--- src/rtl/core/lsg_ram.sv ---
// Generic single-write, single-read RAM with a registered read port.
module lsg_ram #(
    parameter int WIDTH = 32,
    parameter int DEPTH = 32
) (
    input  logic                                     i_clk,
    input  logic                                     i_we,
    input  logic [(DEPTH > 1 ? $clog2(DEPTH) : 1)-1:0] i_waddr,
    input  logic [WIDTH-1:0]                         i_wdata,
    input  logic [(DEPTH > 1 ? $clog2(DEPTH) : 1)-1:0] i_raddr,
    output logic [WIDTH-1:0]                         o_rdata
);

    logic [WIDTH-1:0] r_mem [DEPTH];
    logic [WIDTH-1:0] r_rdata;

    always_ff @(posedge i_clk) begin
        if (i_we) begin
            r_mem[i_waddr] <= i_wdata;
        end
        r_rdata <= r_mem[i_raddr];
    end

    assign o_rdata = r_rdata;

endmodule

--- config.mk ---
export PLATFORM = sky130hd
export DESIGN_NAME = lsg_ram
export DESIGN_NICKNAME = d
export VERILOG_FILES = /design/src/rtl/core/lsg_ram.sv
export SDC_FILE = /design/constraint.sdc
export NUM_CORES = 1
export LEC_CHECK = 0
export ABC_CLOCK_PERIOD_IN_PS = 2720
export BUFFER_PORTS_ARGS = -buffer_cell sky130_fd_sc_hd__buf_4
export CAP_MARGIN = 20
export CORE_UTILIZATION = 60
export DETAILED_ROUTE_END_ITERATION = 8
export PLACE_DENSITY = 0.8
export SLEW_MARGIN = 5
export SYNTH_ARGS = -nofsm -noshare
export SYNTH_HDL_FRONTEND = slang
export SYNTH_SLANG_ARGS = --single-unit
--- constraint.sdc ---
create_clock -name i_clk -period 2.72 [get_ports i_clk]
set_input_delay 0 -clock i_clk [delete_from_list [all_inputs] [get_ports i_clk]]
set_output_delay 0 -clock i_clk [all_outputs]
set_load 0.005 [all_outputs]
==> summary.md, run 1 <==
| Metric | Value |
|---|---|
| Run status | complete, no violations |
| Die Span Y | 262 µm |
| Skew final | 0.0286 ns |
| Area Overhead vs Synth | 14.3% |
| Later-pin clock latency in the skew report | ~0.65 ns |
| Number of post-CTS setup repair buffers | 0 |
| Source of the worst register-to-register timing path | r_mem[7][13] |
| Routed length per instance | about 28 µm |
| Post-Synth Simple-Gate Area | slightly above 3% |
| Largest family of logic cells by synthesized area | multiplexers |
| Slew Viols, Final | 0 |
| Router iterations before antenna repair | 6 |
| Relative contribution of sequential cells to total power | ~54% |
| Switching portion of total power | 20.9% |
| Min-Delay Path Depth | 6 |
| Placed standard-cell area | 42700 µm² |
| Remaining global-route overflow | 0 |
| Slew at the pin closest to its max-slew limit | 1.10 ns |
| Buffer depth of the longest clock path | 3 |
| Total setup violations reported at the end of the flow | 0 |
| Final antenna-violating net count | 0 |
| Post-layout total power | 33.6 mW |
| Part of the total power dissipated in combinational logic | about 5.4% |
| Violation count after the first detailed-route iteration | 2673 |
| Most instantiated flip-flop cell in the synthesis netlist | edfxtp_1 |
| Buffers added on ports | 75 |
| WS Path Type | input pin to flop |
| Cell Int Power | 26.6 mW |
| Endpoints failing hold | 0 |
| Die Outline Area | between 60000 and 70000 µm² |
| Rel. slew slack | 26.8% |
| Max IR drop VDD | around 0.43 mV |
| HPWL after detailed placement | 50.4 mm |
| Synthesized-area fraction occupied by ao, oa, aoi and oai cells | 4.85% |
| Setup Total Neg Slack | 0 ns |
| Starting density of the core | 61.1% |
| Share of layout cells above drive strength 1 | 14.1% |
| Average cell area after synthesis | approximately 18 µm² |
| Leak | 16.2 nW |
| Count of synthesis-stage warnings from yosys | 0 |
| Cts bufs inserted | 99 |
| Via count normalized by instance count | 6.49 |
| Via count of the first global-routing pass | 22300 |
| Gate Count Post-Synth | 2260 |
| Htree depth | 3 |
| Crit Path Max Fanout | 19 |
| Count of unresolved DRC violations after routing | 0 |
| Number of nets produced by synthesis | 2304 |
| GR Layer Usage met3 | 4.29% |
| Critical Path Start Type | input pin |
| Diode insertion count for antenna repair | 0 |
| First-pass GRT wire length | 139 mm |
| GRT Util Overall | ~28% |
| Count of cells resized by post-cts repair | 0 |
| FF-to-FF path depth | 5 |
| Clk pin slew, worst setup/hold paths | ~0.060 ns |
| Req. time, crit path | 3.15 ns |
| Root buf cell | clkbuf_16 |
| Area of all placed cells without fillers | 46300 µm² |
| Critical hold path startpoint | i_raddr[1] |
| Share of synthesized area occupied by flip-flops and latches | between 70% and 80% |
| Post-synthesis mux area share | approximately an eighth |
| Net Switching | 7.01 mW |
| Post-synthesis cell type count | 25 |
| End of the worst register-to-register path | o_rdata[13] |
| Syn Std Cell Area | 40500 µm² |
| Met1 usage in global routing | 36.7% |
| Final Critical Period | 1.87 ns |
| Number of maximum-capacitance violations | 0 |
| Fraction of the mapped netlist area in adder cells | 0% |
| Synth area leaders | edfxtp_1 76%, mux2i_1 13%, a22oi_1 1.8%, dfxtp_1 1.6%, a22o_1 1.4% |
| Final clock period utilization by the worst path | 68.9% |
| End point of the worst hold path | o_rdata[31] |
| Number of synthesized register bits | 1056 |
| Hold/Removal Path Class | input pin to flop |
| Peak clock frequency supported by timing | 0.534 GHz |
| Width of the die | ~260 µm |
| Pwr/cell area | 725 nW/µm² |
| Number of flops mapped to enable cells by yosys | 1024 |
| Leading area contributor after synthesis | edfxtp_1 |
| Setup repair after global routing missed its margin | false |
| Total via count after detailed routing | roughly 22000 |
| Gr busiest metal | met2 |
| I/O pin cnt | 76 |
| Total routed wirelength | 96.0 mm |
| Placer Congestion | about 0.86 |
| Number of nets in the final layout | 2484 |
| Critical path capture point type | flop |
| Synth async-reset ratio | 0% |
| Core outline area | 66200 µm² |
| Met2 Use GR | 47.0% |
| Slack of the worst reg-to-reg path | about 1.0 ns |
| Data arrival, critical path | 2.31 ns |
| Cell total after placement | between 3000 and 4000 |
| Fin cells | 3387 |
| Pin count of the biggest net entering global routing | ~70 |
| Clock network power share | 40.4% |
| Number of antenna violations at the first check in global routing | 0 |
| Cell row count | 94 |
| CTS tree | built |
| Xor and xnor area share after synthesis | 0% |
| Proportion of netlist area held by the largest area contributor | approximately three quarters |
| Clock sink count | 1056 |
## cell usage in the layout, fill, tap and decap left out, types with 2 or more instances in the layout
master         netlist  layout
edfxtp_1          1024    1024
mux2i_1            512     512
buf_4               33     142
clkbuf_16            0     100
nand3_1             98      98
nand2_1             98      97
a22oi_1             96      96
a21oi_1             96      96
a22o_1              64      64
dlygate4sd3_1        0      34
nor2_4               0      33
nor3_1              32      32
a31oi_1             32      32
dfxtp_1             32      32
buf_12               0      29
clkbuf_1            46      28
clkinv_2             0      16
clkinv_1             0      14
bufinv_16            0       9
clkbuf_8             0       6
clkinvlp_4           0       6
nand3b_1             5       5
or3b_2               3       3
inv_6                0       3
nand2b_2             0       2
## through the flow
stage / worst slack (ns) / hold WS, ns / util, %
after floorplan: 0.286 / 0.0989 / -
after global placement: 0.706 / 0.383 / 64.5
after detailed placement: 0.669 / 0.383 / 64.5
after CTS: 0.902 / 0.0607 / 69.9
after global routing: 0.800 / 0.142 / 69.9
final: 0.847 / 0.112 / 69.9
## state kept, by name (all words and copies together) (netlist names)
name	cells
r_mem	1024
o_rdata	32
## worst max-delay path: stages
cell and delay (ns):
dlygate4sd3_1 0.54, buf_4 0.14, and2_4 0.37, buf_4 0.28, a22o_1 0.17, nor3_1 0.06
a31oi_1 0.40, nand3_1 0.31
## synth_stat cells, types with 2 or more instances
cell,instances
clkbuf_4,2
buf_2,26
a21oi_1,96
a22o_1,64
buf_6,15
or3b_2,3
nor2_1,34
nor3_1,32
mux2i_1,512
nand2b_1,2
nand3b_1,5
clkbuf_1,46
buf_4,33
a31oi_1,32
dfxtp_1,32
buf_1,5
edfxtp_1,1024
nand2_1,98
nand3_1,98
a22oi_1,96
## power groups by stage
stage / registers (mW) / clock network, mW / logic [mW]
2_1_floorplan: 18.5 / 0 / 0.934
3_3_place_gp: 18.5 / 0 / 1.67
3_5_place_dp: 18.5 / 0 / 1.73
4_1_cts: 18.2 / 13.7 / 1.80
5_1_grt: 18.2 / 14.2 / 1.91
6_report: 18.2 / 13.6 / 1.81
## kinds of logic (layout without fill, tap and decap cells)
| family | count (synthesis) | in the layout |
|---|---|---|
| flip-flops | 1056 | 1056 |
| multiplexers | 512 | 512 |
| buffers and inverters | 127 | 390 |
| AO/OA/AOI/OAI | 288 | 288 |
| AND/OR/NAND/NOR | 277 | 277 |
## worst max-delay path by stage
stage                          start            end  slack, ns  cells after the start
after floorplan           i_waddr[1]   r_mem[12][0]       0.29                      3
after global placement    i_waddr[1]  r_mem[24][18]       0.71                      4
after detailed placement  i_waddr[1]    r_mem[4][0]       0.67                      4
after CTS                 i_raddr[2]    o_rdata[13]       0.90                      8
after global routing      i_raddr[2]    o_rdata[13]       0.80                      8
final                     i_raddr[2]    o_rdata[13]       0.85                      8
## layer usage
metal | up-vias | part of all wire (%) | wire, µm
met5 | - | 0 | 0
met1 | 11200 | 38 | 36600
met3 | 242 | 8.1 | 7730
li1 | 9340 | - | -
met4 | 0 | 4.2 | 4050
met2 | 1226 | 50 | 47600
## cell type report
| type | count | area (µm²) |
|---|---|---|
| Tap cell | 864 | 1080 |
| Fill cell | 3885 | 19900 |
| Clock buffer | 134 | 2690 |
| Multi-Input combinational cell | 1077 | 8610 |
| Clock inverter | 50 | 499 |
| Timing Repair Buffer | 206 | 2000 |
| Sequential cell | 1056 | 31400 |
## timing repair
item,4_1_cts,5_1_grt
endpoints found under the setup margin,0,0
hold endpoints to repair,1026,0
hold buffers,34,0
(Power assumes the default switching activity.)
==> run 2, diff against run 1 <==
- ABC_CLOCK_PERIOD_IN_PS: 2720 -> 1650
- CORE_UTILIZATION: 60 -> 56
- PLACE_DENSITY: 0.8 -> 0.78
- clock period: 2.72 -> 1.65 ns (I/O delays scaled with it)
==> run 2 against run 1 <==
Sequential share of layout area fell by 2.5 points; sequential power rose by 65%; final cell count rose by 5.6%; design area rose by 3.9%; global-route usage fell by 1.3 points; count of clock-buffer cells in the layout fell by 7; routed wire length rose by 3.2%; via count rose by 2.5%; register-to-register slack got worse by 0.88 ns; setup slack got worse by 0.78 ns; flip-flop and latch count did not move; largest cell class unchanged.
==> summary.md, run 2 (synthesis gave the netlist of run 1 again) <==
| Metric | Value |
|---|---|
| Slack of the worst reg-to-reg path | 0.16 ns |
| Critical Path Start Type | input pin |
| Placer Congestion | ~0.85 |
| I/O pin cnt | 76 |
| Root buf cell | clkbuf_16 |
| GRT Util Overall | 26.8% |
| Via count of the first global-routing pass | 22800 |
| Capture point of the worst path | o_rdata[4] |
| Final Critical Period | approximately 1.6 ns |
| Slew at the pin closest to its max-slew limit | between 0.5 and 0.6 ns |
| Source of the worst register-to-register timing path | r_mem[7][8] |
| Rel. slew slack | 62.7% |
| Largest register by flop count | r_mem |
| End of the worst register-to-register path | o_rdata[8] |
| Router iterations before antenna repair | 6 |
| Starting density of the core | 56.6% |
| Cell with the largest stage delay on the worst path | dlygate4sd3_1 |
| HPWL after detailed placement | 57.6 mm |
| FF-to-FF path depth | 7 |
| Violation count after the first detailed-route iteration | 2317 |
| Run status | complete, no violations |
| Final clock period utilization by the worst path | between 90% and 100% |
| Cell with the most instances on the worst path | buf_4 |
| Commonest non-fill, non-tap cell in the layout | edfxtp_1 |
| Fin cells | 3576 |
| Cell total after placement | about 3400 |
| Highest-count cells in the layout ignoring fill and taps | 1024 x edfxtp_1, 512 x mux2i_1, 177 x buf_4 |
| Die Outline Area | about 73000 µm² |
| Endpoints failing hold | 0 |
| Pwr/cell area | 1160 nW/µm² |
| Pin count of the biggest net entering global routing | 58 |
| Buffering stage count on the worst path with inverters included | 5 |
| Share of layout cells above drive strength 1 | 17.9% |
| Critical path capture point type | flop |
| WS Path Type | input pin to flop |
| Data arrival, critical path | 2.10 ns |
| Final antenna-violating net count | 0 |
| Critical path origin | i_raddr[2] |
| Count of unresolved DRC violations after routing | 0 |
| Width of the die | 271 µm |
| Total via count after detailed routing | 22500 |
| Via count normalized by instance count | 6.30 |
| Die Span Y | 271 µm |
| Clock sink count | 1056 |
| CTS tree | built |
| Share of the core filled with cells in the final layout | 67.2% |
| First-pass GRT wire length | 144 mm |
| Critical Path, Cell by Cell | buf_4, dlygate4sd3_1, nor2_4, buf_12, buf_4, buf_4, a22oi_1, nand3_1, nand3_1 |
| Leak | 17.0 nW |
| Setup repair after global routing missed its margin | false |
| Buffer depth of the longest clock path | 3 |
| Crit Path Max Fanout | 23 |
| CP top delay family | buffers and inverters |
| Htree depth | 3 |
| Largest incremental delay on the critical path | 0.61 ns |
| Number of nets in the final layout | between 2000 and 3000 |
| Clk pin slew, worst setup/hold paths | 0.06 ns |
| Buffers added on ports | 75 |
| Number of antenna violations at the first check in global routing | 5 |
| Cell row count | 98 |
| Peak clock frequency supported by timing | 0.630 GHz |
| Req. time, crit path | 2.16 ns |
| Number of flip-flops in the largest register | 1024 |
| Hold/Removal Path Class | input pin to flop |
| Number of maximum-capacitance violations | 0 |
| Area Overhead vs Synth | 18.7% |
| Slew Viols, Final | 0 |
| Max IR drop VDD | 0.871 mV |
| Total routed wirelength | approximately 100 mm |
| Total setup violations reported at the end of the flow | 0 |
| Skew final | 0.0271 ns |
| Later-pin clock latency in the skew report | 0.66 ns |
| Fillers | 4342 |
| Core outline area | 71500 µm² |
| Cts bufs inserted | 97 |
| Logic depth of the worst setup path including buffers | 9 |
| Routed length per instance | 27.7 µm |
| Remaining global-route overflow | 0 |
==> run 2: where the power goes <==
| group | internal [mW] | switching [mW] | total (mW) | leakage, nW |
|---|---|---|---|---|
| logic | 1.36 | 1.98 | 3.34 | 5.96 |
| registers | 29.8 | 0.184 | 30.0 | 9.49 |
| clock network | 12.8 | 9.52 | 22.3 | 1.56 |
| total | 44.0 | 11.7 | 55.7 | 17.0 |
==> run 2: cell type report <==
class	count	area, µm²	share of cell area (%)
sequential	1056	31400	65.3
multi-input combinational	1077	8630	17.9
timing repair buffer	311	3680	7.66
clock buffer	127	2710	5.63
tap	950	1190	2.47
clock inverter	54	477	0.992
antenna	1	2.50	0.00521
==> run 2: worst min-delay path, stage by stage <==
cell,delay (ns)
buf_4,0.11
nand2b_2,0.07
buf_12,0.18
a21oi_1,0.14
a31oi_1,0.09
nand3_1,0.06
==> run 2: repair_timing <==
item / in CTS / in global routing
endpoints found under the setup margin: 0 / 4
buffers inserted: 0 / 1
hold endpoints to repair: 1025 / 0
resized for setup: 0 / 3
hold buffers: 33 / 0
==> run 2: worst min-delay path by stage <==
stage                     start          end  slack, ns  depth (start not counted)
detailed placement  o_rdata[15]  o_rdata[15]       0.38                          1
floorplan            i_wdata[0]  r_mem[0][0]        0.1                          0
CTS                  i_raddr[4]   o_rdata[3]       0.01                          6
global placement    o_rdata[15]  o_rdata[15]       0.39                          1
global route         i_raddr[4]  o_rdata[25]       0.07                          5
finish               i_raddr[4]   o_rdata[3]       0.04                          6
==> run 2: metrics by stage <==
step	setup WS [ns]	hold WS, ns	cell area [µm²]	TNS [ns]	power (mW)
final	0.0635	0.0403	48100	0	55.7
after global routing	0.0207	0.0651	48100	0	57.0
after CTS	0.0524	0.0139	48000	0	55.7
after detailed placement	-0.315	0.382	44500	-1.25	33.8
after global placement	-0.318	0.388	44500	-0.936	33.6
after floorplan	-0.510	0.0989	40600	-323.50	32.0
==> run 2: per-layer routing <==
metal  global-route usage, %  share of wire (%)
met3                    4.14                8.5
met2                    44.8                 50
met4                    11.0                3.8
met5                       0              0.023
met1                    35.4                 38
==> run 3, diff against run 2 <==
- GPL_ROUTABILITY_DRIVEN: not set -> 0
- PLACE_DENSITY: 0.78 -> 0.79
==> run 3 against run 2 <==
Clock skew down 0.0028 ns; total power up 2.6%; sequential share of layout area up 0.17 points; flip-flop and latch count unchanged; combinational power down 4%; worst hold slack better by 0.036 ns; count of clock-buffer cells in the layout up 3; clock power up 7%; global-route usage up 0.47 points; routed wire length up 1.8%; critical path type unchanged.
==> summary.md, run 3 (synthesis gave the netlist of run 1 again) <==
| Metric | Value |
|---|---|
| Logic depth of the worst setup path including buffers | 8 |
| Die Outline Area | 73400 µm² |
| Max IR drop VDD | around 0.81 mV |
| Remaining global-route overflow | 0 |
| Number of flip-flops in the largest register | between 1000 and 1500 |
| Post-route setup slack | ~0.084 ns |
| Later-pin clock latency in the skew report | 0.67 ns |
| FF-to-FF path depth | 6 |
| CP top delay family | buffers and inverters |
| Cell with the largest stage delay on the worst path | dlygate4sd3_1 |
| Relative contribution of sequential cells to total power | 52.5% |
| Total setup violations reported at the end of the flow | 0 |
| Starting density of the core | 56.6% |
| Area Overhead vs Synth | 18.4% |
| Fin cells | 3548 |
| Endpoints failing hold | 0 |
| Leak | 16.9 nW |
| Crit Path Max Fanout | between 50 and 60 |
| Final-layout worst hold slack | 0.0764 ns |
| Die Span Y | 271 µm |
| Router iterations before antenna repair | 6 |
| Cell total after placement | about 3300 |
| Final antenna-violating net count | 0 |
| Clk pin slew, worst setup/hold paths | ~0.060 ns |
| Source of the worst register-to-register timing path | r_mem[0][15] |
| Share of layout cells above drive strength 1 | 17.0% |
| Skew final | 0.0242 ns |
| Slew at the pin closest to its max-slew limit | 0.519 ns |
| Via count normalized by instance count | 6.36 |
| Hold/Removal Path Class | input pin to flop |
| Slack of the worst reg-to-reg path | 0.10 ns |
| Critical Path, Cell by Cell | dlygate4sd3_1, buf_4, nor2_4, buf_12, buf_4, a22oi_1, nand3_1, nand3_1 |
| Cell row count | 98 |
| Number of maximum-capacitance violations | 0 |
| Run status | complete, no violations |
| Clock sink count | 1056 |
| WS Path Type | input pin to flop |
| Largest register by flop count | r_mem |
| Critical path capture point type | flop |
| HPWL after detailed placement | 55.5 mm |
| I/O pin cnt | 76 |
| Pin count of the biggest net entering global routing | 60 |
| End point of the worst hold path | o_rdata[5] |
| Peak clock frequency supported by timing | ~0.64 GHz |
| Final Critical Period | 1.57 ns |
| Cts bufs inserted | ~100 |
| Highest-count cells in the layout ignoring fill and taps | 1024 x edfxtp_1, 512 x mux2i_1, 149 x buf_4 |
| Root buf cell | clkbuf_16 |
| Largest incremental delay on the critical path | 0.55 ns |
| Rel. slew slack | between 60% and 70% |
| Pre-CTS setup slack | -0.0331 ns |
| Number of nets in the final layout | between 2000 and 3000 |
| Final clock period utilization by the worst path | a little over nine tenths |
| Number of post-CTS setup repair buffers | 0 |
| Critical hold path startpoint | i_raddr[0] |
| Req. time, crit path | 2.17 ns |
| Slew Viols, Final | 0 |
| GRT Util Overall | approximately 27% |
| End of the worst register-to-register path | o_rdata[15] |
| Clock network power share | 41.8% |
| Commonest non-fill, non-tap cell in the layout | edfxtp_1 |
| CTS tree | built |
| Routed length per instance | about 28 µm |
| Net Switching | 12.0 mW |
| First-pass GRT wire length | 146 mm |
| Htree depth | 3 |
| Data arrival, critical path | 2.09 ns |
| Violation count after the first detailed-route iteration | 2719 |
| Switching portion of total power | 21.0% |
| Min-Delay Path Depth | 6 |
| Via count of the first global-routing pass | roughly 23000 |
| Total routed wirelength | 101 mm |
| Post-layout total power | 57.1 mW |
| Number of antenna violations at the first check in global routing | 4 |
| Buffers added on ports | 75 |
| Setup repair after global routing missed its margin | false |
| Buffering stage count on the worst path with inverters included | 4 |
| Setup Total Neg Slack | 0 ns |
| Fillers | about 4300 |
| Pwr/cell area | 1190 nW/µm² |
| Cell Int Power | 45.1 mW |
| Part of the total power dissipated in combinational logic | 5.6% |
| Width of the die | 271 µm |
| Core outline area | 71500 µm² |
| Buffer depth of the longest clock path | 3 |
| Critical Path Start Type | input pin |
| Count of unresolved DRC violations after routing | 0 |
| Total via count after detailed routing | 22600 |
[run 3: cell types whose count changed in the layout (fill, tap and decap cells not counted), sizes merged]
cell and delta:
dlygate4sd3 +4, clkinv -6, inv +2, bufinv +7, diode +1, clkbuf +3
buf -39
[run 3: timing repair]
item,CTS,global route
setup endpoints to repair,0,4
hold buffers,37,1
hold endpoints to repair,1029,1
gates resized for setup,0,1
[run 3: power by group through the flow]
stage / sequential, mW / clock, mW / combinational [mW]
finish: 30.0 / 23.9 / 3.22
global route: 30.0 / 25.1 / 3.38
detailed placement: 30.6 / 0 / 3.05
floorplan: 30.5 / 0 / 1.55
CTS: 30.0 / 24.0 / 3.18
global placement: 30.5 / 0 / 2.96
[run 3: how the worst max path moves through the flow]
stage | start | endpoint | slack (ns)
after global placement | i_raddr[0] | o_rdata[16] | 0.0002
after detailed placement | i_raddr[0] | o_rdata[17] | -0.03
after CTS | i_raddr[2] | o_rdata[22] | 0.07
final | i_raddr[1] | o_rdata[18] | 0.08
after floorplan | i_waddr[0] | r_mem[26][0] | -0.51
after global routing | r_mem[0][15] | o_rdata[15] | 0.03
[run 3: area by class of cell]
type	instances	area (µm²)	share of cell area (%)
sequential	1056	31400	65.5
antenna	2	5.00	0.0104
clock inverter	57	751	1.57
tap	950	1190	2.48
clock buffer	130	2710	5.64
timing repair buffer	276	3300	6.88
multi-input combinational	1077	8610	18.0
[run 3: worst min-delay path, delay by kind of cell]
family                 cells  cell delay, ns
AO/OA/AOI/OAI              1            0.08
buffers and inverters      2            0.35
multiplexers               1            0.13
AND/OR/NAND/NOR            2            0.14
[run 3: metrics by stage]
step	util [%]	cell area (µm²)
after floorplan	-	40600
after global placement	61.7	44100
after detailed placement	61.7	44100
after CTS	67.0	47900
after global routing	67.1	47900
final	67.1	47900
[run 3: layer usage]
| metal | wire (µm) | global-route usage (%) | vias to the layer above | share of wire (%) |
|---|---|---|---|---|
| met1 | 37200 | 35.5 | 11500 | 37 |
| met2 | 50200 | 45.6 | 1327 | 50 |
| li1 | - | - | 9494 | - |
| met3 | 9090 | 4.34 | 284 | 9.0 |
| met5 | 27 | 0 | - | 0.027 |
| met4 | 4280 | 12.3 | 4 | 4.2 |
